<file path="config.mk">
export PLATFORM = sky130hd
export DESIGN_NAME = mpam_ctrl
export DESIGN_NICKNAME = d
export VERILOG_FILES = /design/src/mpam_pkg.sv /design/src/mpam_ctrl.sv
export SDC_FILE = /design/constraint.sdc
export NUM_CORES = 1
export LEC_CHECK = 0
export ABC_CLOCK_PERIOD_IN_PS = 4000
export BUFFER_PORTS_ARGS = -buffer_cell sky130_fd_sc_hd__buf_2
export CORE_MARGIN = 8
export CORE_UTILIZATION = 59
export DETAILED_ROUTE_END_ITERATION = 8
export HOLD_SLACK_MARGIN = 0.08
export PLACE_DENSITY = 0.86
export SLEW_MARGIN = 25
export SYNTH_ARGS = -nofsm -noshare
export SYNTH_HDL_FRONTEND = slang
export SYNTH_SLANG_ARGS = --single-unit
</file>
<file path="constraint.sdc">
create_clock -name clk -period 4 [get_ports clk]
set_input_delay 0.8 -clock clk [delete_from_list [all_inputs] [get_ports clk]]
set_output_delay 0.8 -clock clk [all_outputs]
set_load 0.05 [all_outputs]
</file>
<file path="src/mpam_pkg.sv">
// Shared types and constants for the match pair affinity matrix block.
// No dependencies; imported by the controller, the datapath and the top level.
package mpam_pkg;

  localparam int MAX_MATCHES = 64;
  localparam int IDX_W       = $clog2(MAX_MATCHES);
  localparam int CNT_W       = IDX_W + 1;
  localparam int NODE_W      = 10;
  localparam int SCORE_W     = 16;
  localparam int COORD_W     = 16;
  localparam int POINT_W     = 2 * COORD_W;
  localparam int AFF_W       = 17;
  localparam int TOL_W       = 6;
  localparam int TOLQ_W      = TOL_W + 4;
  localparam int WEIGHT_W    = 16;
  localparam int SQ_W        = 2 * COORD_W + 2;
  localparam int ROOT_W      = COORD_W + 2;
  localparam int NUM_W       = WEIGHT_W + TOLQ_W;
  localparam int SQRT_STEPS  = SQ_W / 2;
  localparam int DIV_STEPS   = NUM_W;
  localparam int STEP_W      = 5;
  localparam int CFG_IDX_W   = 1;
  localparam int CFG_DATA_W  = 16;
  localparam int IN_DATA_W   = 112;
  localparam int OUT_DATA_W  = 32;

  localparam logic [1:0] OP_CLEAR = 2'd0;
  localparam logic [1:0] OP_LOAD  = 2'd1;
  localparam logic [1:0] OP_READ  = 2'd2;

  localparam logic [1:0] ST_OK     = 2'd0;
  localparam logic [1:0] ST_NO_ROW = 2'd1;
  localparam logic [1:0] ST_FULL   = 2'd2;

  localparam logic [CFG_IDX_W-1:0] CFG_GEO_WEIGHT = 1'b0;
  localparam logic [CFG_IDX_W-1:0] CFG_GEO_TOL    = 1'b1;

  localparam logic [WEIGHT_W-1:0] WEIGHT_RST = 16'd4096;
  localparam logic [TOL_W-1:0]    TOL_RST    = 6'd20;

  typedef enum logic [3:0] {
    S_IDLE, S_STATUS, S_LATP, S_CHK, S_SQ, S_RTI, S_RT, S_GM, S_DV, S_EMIT
  } mpam_state_t;

  typedef enum logic [1:0] {
    AFF_STATUS, AFF_DIAG, AFF_ZERO, AFF_FULL
  } aff_kind_t;

  typedef struct packed {
    logic             wr_en;
    logic [IDX_W-1:0] wr_addr;
    logic             rd_en;
    logic [IDX_W-1:0] rd_addr;
    logic             latch_p;
    logic             sq_en;
    logic [1:0]       sq_sel;
    logic             rt_init;
    logic             rt_step;
    logic             geo_load;
    logic             div_step;
    logic             emit;
    aff_kind_t        emit_kind;
    logic [IDX_W-1:0] emit_row;
    logic [IDX_W-1:0] emit_col;
    logic [1:0]       emit_status;
    logic             emit_last;
  } mpam_cmd_t;

  typedef struct packed {
    logic node_eq;
    logic slot_free;
  } mpam_stat_t;

endpackage

</file>
<file path="src/mpam_ctrl.sv">
// Controller: match count, row and column counters and the sequencer that
// steps the datapath through each matrix entry. Depends on mpam_pkg.
module mpam_ctrl import mpam_pkg::*; (
  input  logic                 clk,
  input  logic                 rst_n,
  input  logic                 in_tvalid,
  output logic                 in_tready,
  input  logic [1:0]           in_op,
  input  logic [IDX_W-1:0]     in_row,
  input  mpam_stat_t           stat,
  output mpam_cmd_t            cmd
);

  mpam_state_t      state_r, state_nxt;
  logic [CNT_W-1:0] count_r, count_nxt;
  logic [IDX_W-1:0] row_r, row_nxt, col_r, col_nxt;
  logic [STEP_W-1:0] step_r, step_nxt;
  logic [1:0]       code_r, code_nxt;
  logic             last_col;

  always_ff @(posedge clk) begin
    if (!rst_n) begin
      state_r <= S_IDLE;
      count_r <= '0;
    end else begin
      state_r <= state_nxt;
      count_r <= count_nxt;
    end
  end

  always_ff @(posedge clk) begin
    row_r  <= row_nxt;
    col_r  <= col_nxt;
    step_r <= step_nxt;
    code_r <= code_nxt;
  end

  assign last_col = (CNT_W'(col_r) + CNT_W'(1)) == count_r;

  always_comb begin
    state_nxt = state_r;
    count_nxt = count_r;
    row_nxt   = row_r;
    col_nxt   = col_r;
    step_nxt  = step_r;
    code_nxt  = code_r;
    in_tready = 1'b0;
    cmd       = '0;
    cmd.wr_addr     = count_r[IDX_W-1:0];
    cmd.rd_addr     = col_r;
    cmd.emit_row    = row_r;
    cmd.emit_col    = col_r;
    cmd.emit_status = ST_OK;
    cmd.emit_kind   = AFF_FULL;
    cmd.sq_sel      = step_r[1:0];
    case (state_r)
      S_IDLE: begin
        in_tready = 1'b1;
        if (in_tvalid) begin
          case (in_op)
            OP_CLEAR: count_nxt = '0;
            OP_LOAD: begin
              if (count_r[IDX_W]) begin
                code_nxt  = ST_FULL;
                row_nxt   = '0;
                state_nxt = S_STATUS;
              end else begin
                cmd.wr_en = 1'b1;
                count_nxt = count_r + CNT_W'(1);
              end
            end
            OP_READ: begin
              row_nxt = in_row;
              if (CNT_W'(in_row) >= count_r) begin
                code_nxt  = ST_NO_ROW;
                state_nxt = S_STATUS;
              end else begin
                cmd.rd_en   = 1'b1;
                cmd.rd_addr = in_row;
                state_nxt   = S_LATP;
              end
            end
            default: ;
          endcase
        end
      end
      S_STATUS: begin
        cmd.emit_kind   = AFF_STATUS;
        cmd.emit_col    = '0;
        cmd.emit_status = code_r;
        cmd.emit_last   = 1'b1;
        if (stat.slot_free) begin
          cmd.emit  = 1'b1;
          state_nxt = S_IDLE;
        end
      end
      S_LATP: begin
        // row data is in the read register; fetch column zero
        cmd.latch_p = 1'b1;
        cmd.rd_en   = 1'b1;
        cmd.rd_addr = '0;
        col_nxt     = '0;
        state_nxt   = S_CHK;
      end
      S_CHK: begin
        step_nxt = '0;
        if (row_r == col_r || stat.node_eq) begin
          state_nxt = S_EMIT;
        end else begin
          state_nxt = S_SQ;
        end
      end
      S_SQ: begin
        cmd.sq_en = 1'b1;
        step_nxt  = step_r + STEP_W'(1);
        if (step_r[1:0] == 2'd3) begin
          state_nxt = S_RTI;
        end
      end
      S_RTI: begin
        cmd.rt_init = 1'b1;
        step_nxt    = '0;
        state_nxt   = S_RT;
      end
      S_RT: begin
        cmd.rt_step = 1'b1;
        step_nxt    = step_r + STEP_W'(1);
        if (step_r == STEP_W'(SQRT_STEPS - 1)) begin
          state_nxt = S_GM;
        end
      end
      S_GM: begin
        cmd.geo_load = 1'b1;
        step_nxt     = '0;
        state_nxt    = S_DV;
      end
      S_DV: begin
        cmd.div_step = 1'b1;
        step_nxt     = step_r + STEP_W'(1);
        if (step_r == STEP_W'(DIV_STEPS - 1)) begin
          state_nxt = S_EMIT;
        end
      end
      S_EMIT: begin
        if (row_r == col_r) begin
          cmd.emit_kind = AFF_DIAG;
        end else if (stat.node_eq) begin
          cmd.emit_kind = AFF_ZERO;
        end else begin
          cmd.emit_kind = AFF_FULL;
        end
        cmd.emit_last = last_col;
        if (stat.slot_free) begin
          cmd.emit = 1'b1;
          if (last_col) begin
            state_nxt = S_IDLE;
          end else begin
            col_nxt     = col_r + IDX_W'(1);
            cmd.rd_en   = 1'b1;
            cmd.rd_addr = col_r + IDX_W'(1);
            state_nxt   = S_CHK;
          end
        end
      end
      default: state_nxt = S_IDLE;
    endcase
  end

endmodule

</file>
# After elaboration in Yosys (flattened, before gate mapping)
# Cells that the tools add are included.
# word_totals
in_bits	13
out_inout_bits	41
regBits	30
# op_classes
n_addsub	4
magnitude_cmp	1
n_mux	46
eq_ne	28
n_reduce_logical	15
# op_table
op	n
$mux 7	6
$pmux 4 s10	1
$mux 4	8
$pmux 6 s2	2
$pmux 7 s3	1
$ne 2x2->1 const B	10
$mux 6	3
$eq 4x3->1 const B	4
$pmux 7 s2	1
$mux 1	13
$eq 5x5->1 const B	2
$mux 2	5
$pmux 5 s2	1
$eq 4x2->1 const B	2
$eq 4x4->1 const B	2
$mux 8	1
$pmux 4 s2	1
$reduce_and 4->1	2
$reduce_and 8->1	1
$reduce_bool 2->1	4
$add 6x1->7 const B	1
$add 7x1->7 const B	1
$eq 7x7->1	1
$ge 6x7->1	1
17 further kinds	20

# Longest topological paths before layout
# depth
word_depth	5
mapped_depth	9
mapped_depth_nobuf	8

# Worst setup path after synthesis
# OpenSTA, ideal clock, no wires.
# synth_path
path_kind	input to output
from	in in_row[4]
to	out cmd[28] in the netlist's numbering
slack_ns	0.349
arrival_time_ns	2.851
path_stages	8
cell_sequence	ha_1 -> a21oi_1 -> o221ai_1 -> a211oi_2 -> and2_1 -> buf_2 -> a221oi_1 -> mux2i_1
# synth_rtl
element	line_no	text
start: declaration	mpam_ctrl.sv:9	input logic [IDX_W-1:0] in_row,
end: declaration	mpam_ctrl.sv:11	output mpam_cmd_t cmd

==> reports/results.tsv <==
metric	value	unit
status	completed	
worstPathArrival	2.87	ns
maxSlewHeadroom	0.552	
finalHoldViolations	0	
crit_slowest_cell	a211oi_2	
rsz0062_at_grt	false	
hold_path_startpoint	count_r[4]	
grt_antenna_before_repair	0	
pwr-share-seq	0.410	
synth_compound_area_frac	0.170	
crit_chain	buf_2 -> ha_1 -> a21oi_1 -> o221ai_1 -> a211oi_2 -> and2_1 -> a221oi_1 -> mux2i_1 -> buf_2	
hold_depth	2	
die_x	80.9	µm
end_kind	output port	
p_per_area	312	nW/µm²
skew	0.00766	ns
yosysWarnings	0	
critPathMaxStageDelay	0.36	ns
detailroute.via_count	2292	
reg2reg_from	col_r[0]	
path_clk_slew	0.06	ns
wl	6560	µm
wl_per_cell	17.3	µm
intPower	0.000532	W
synth_top_area_frac	0.230	
yosys-top-cells-count	33 x nor2_1, 21 x nand2_1, 19 x edfxtp_1, 18 x inv_1, 14 x xnor2_1	
finalSetupViolCount	0	
core_area	4030	µm²
comb_power_share	0.322	
p_sw_frac	0.386	
synth-simple-area-share	0.276	
syn_inst	288	
clk_latency	0.28	ns
synth_ff_type	edfxtp_1	
clock-sinks	30	
drt-pass1-iter-count	5	
grtUsageTotal	0.207	
grt_pass1_wl	10800	µm
peakVddDrop	0.208	mV
cts_setup_buffers	0	
synth-seq-area-share	0.318	
pwr-share-clk	0.268	
ant_nets	0	
die_h	80.9	µm
holdPathEnd	count_r[4]	
cap_violations	0	
drive_above_1_share	0.233	
critPathTopFamily	compound AO/OA/AOI/OAI gates	
fin_cells	380	
worst_pin_slew	0.670	ns
place_inst	372	
synthMuxAreaShare	0.0126	
gp_congestion	0.946	
clockBufferDepth	2	
yosysMostFrequentCell	nor2_1	
p_switching	0.000335	W
r2r_slack	1.57	ns
grt_max_degree	21	
worstSetupPathType	input port to output port	
syn_avg_cell_area	8.62	µm²
r2r-end	col_r[3]	
portBuffers	53	
synth_top_cell_by_area	edfxtp_1	
initial_core_util	0.616	
synth_top_family_by_area	simple AND/OR/NAND/NOR gates	
avgViaCountPerCell	6.03	
synth_area	2480	µm²
area_growth	11.8	%
finalPower	0.000867	W
synth-adder-area-share	0.0599	
synth_cell_types	69	
cts_hold_buf	0	
crit_required	3.20	ns
post_cts_resize_count	0	
gr-total-overflow	0	
critPathMaxFanout	7	
final_nets	353	
hold_slack	0.571	ns
final_max_slew_viol_count	0	
drc	0	
crit_path_frequent_cell	buf_2	
synth_area_leaders	edfxtp_1 23%, dfxtp_1 8.9%, ha_1 5.5%	
tns	0	ns
num_rows	23	
cts-root-buf	clkbuf_8	
dp_slack	0.378	ns
synthXorXnorAreaFrac	0.0841	
synth_edf_count	19	
cts_tree	done	
drt-initial-drc-count	327	
synth_fp_nets	312	
grt_pass1_vias	2212	
insertedDiodeCount	0	
async_reset_ff_frac	0	
hp-class	register to register	
cts_buffers	5	
start_kind	input port	
setup_ws	0.335	ns
dieArea	6540	µm²
cp_num_buf_inv	2	
synth_seq_cells	30	
timing.fmax	273	MHz
hpwlAfterDp	5130	µm
finalCritPeriodShare	0.916	
reg2reg_depth	7	
leakagePower	1.18	nW
htree_levels	2	
period_minus_slack	3.67	ns
pin_count	54	
[per-stage QoR]
step           area [µm²]  utilization
2_1_floorplan        2480            -
3_3_place_gp         2700        0.669
3_5_place_dp         2700        0.669
4_1_cts              2780        0.689
5_1_grt              2780        0.689
6_report             2780        0.689
[layout by cell type, fill, tap and decap left out, types with 2 or more instances in the layout]
| master | synthesis | final |
|---|---|---|
| a211oi_1 | 3 | 3 |
| a21o_1 | 2 | 2 |
| a21oi_1 | 9 | 9 |
| a221oi_1 | 2 | 2 |
| a22oi_1 | 2 | 2 |
| a32oi_1 | 2 | 2 |
| and2_1 | 13 | 13 |
| and3_1 | 5 | 5 |
| and4_2 | 2 | 2 |
| and4b_1 | 2 | 2 |
| buf_2 | 3 | 53 |
| clkbuf_8 | 0 | 5 |
| dfxtp_1 | 11 | 11 |
| edfxtp_1 | 19 | 19 |
| ha_1 | 11 | 11 |
| inv_1 | 18 | 18 |
| mux2i_1 | 2 | 2 |
| nand2_1 | 21 | 21 |
| nand2b_1 | 7 | 7 |
| nand3_1 | 10 | 10 |
| nor2_1 | 33 | 33 |
| nor2b_1 | 11 | 11 |
| nor3_1 | 2 | 2 |
| nor3b_1 | 3 | 3 |
| o211ai_1 | 2 | 2 |
| o21ai_0 | 12 | 12 |
| o31a_1 | 2 | 2 |
| o31ai_1 | 3 | 3 |
| or3_1 | 2 | 2 |
| xnor2_1 | 14 | 14 |
| xor2_1 | 8 | 8 |
[metal layers]
metal	track usage	share of wire	up-vias
met5	0	0	-
met4	0.0786	0.019	0
met3	0.0408	0.085	13
met2	0.347	0.47	114
met1	0.257	0.43	1069
li1	-	-	1096
[worst max-delay path by stage]
| stage | from | to | depth (start not counted) |
|---|---|---|---|
| 4_1_cts | col_r[0] | cmd[26] | 8 |
| 3_5_place_dp | in_row[4] | cmd[28] | 9 |
| 6_report | in_row[4] | cmd[28] | 9 |
| 3_3_place_gp | in_row[4] | cmd[28] | 9 |
| 5_1_grt | in_row[4] | cmd[28] | 9 |
| 2_1_floorplan | in_row[4] | cmd[28] | 8 |
[state kept, by name, summed over array words and instances, names as in the netlist]
register / flops
code_r: 2
step_r: 5
state_r: 4
col_r: 6
count_r: 7
row_r: 6
[worst reg2reg max path, stage by stage (launching register included)]
cell and delay [ns]:
edfxtp_1 0.52, ha_1 0.35, and3_4 0.25, maj3_2 0.34, o21ai_4 0.18, nand4_4 0.18, nand2_1 0.14, nand2_1 0.19
[layout make-up]
cell class	instances	area (µm²)
Multi-Input combinational cell	219	1500
Fill cell	335	1250
Sequential cell	30	791
Timing Repair Buffer	54	273
Clock buffer	6	72.6
Inverter	19	71.3
Tap cell	50	62.6
Clock inverter	2	8.76
[power by group through the flow]
stage / logic (W) / clock network [W] / registers [W]
floorplan: 0.000217 / 0 / 0.000356
global placement: 0.000273 / 0 / 0.000361
detailed placement: 0.000277 / 0 / 0.000362
CTS: 0.000278 / 0.000232 / 0.000355
global route: 0.000298 / 0.000249 / 0.000357
finish: 0.000279 / 0.000232 / 0.000355
[cells by family after synthesis]
group           count (synthesis)
simple gates                  123
compound gates                 58
buf+inv                        39
flops                          30
xor+xnor                       23
fa+ha+maj                      12
mux                             3
Power figures use the tool's default switching activity.
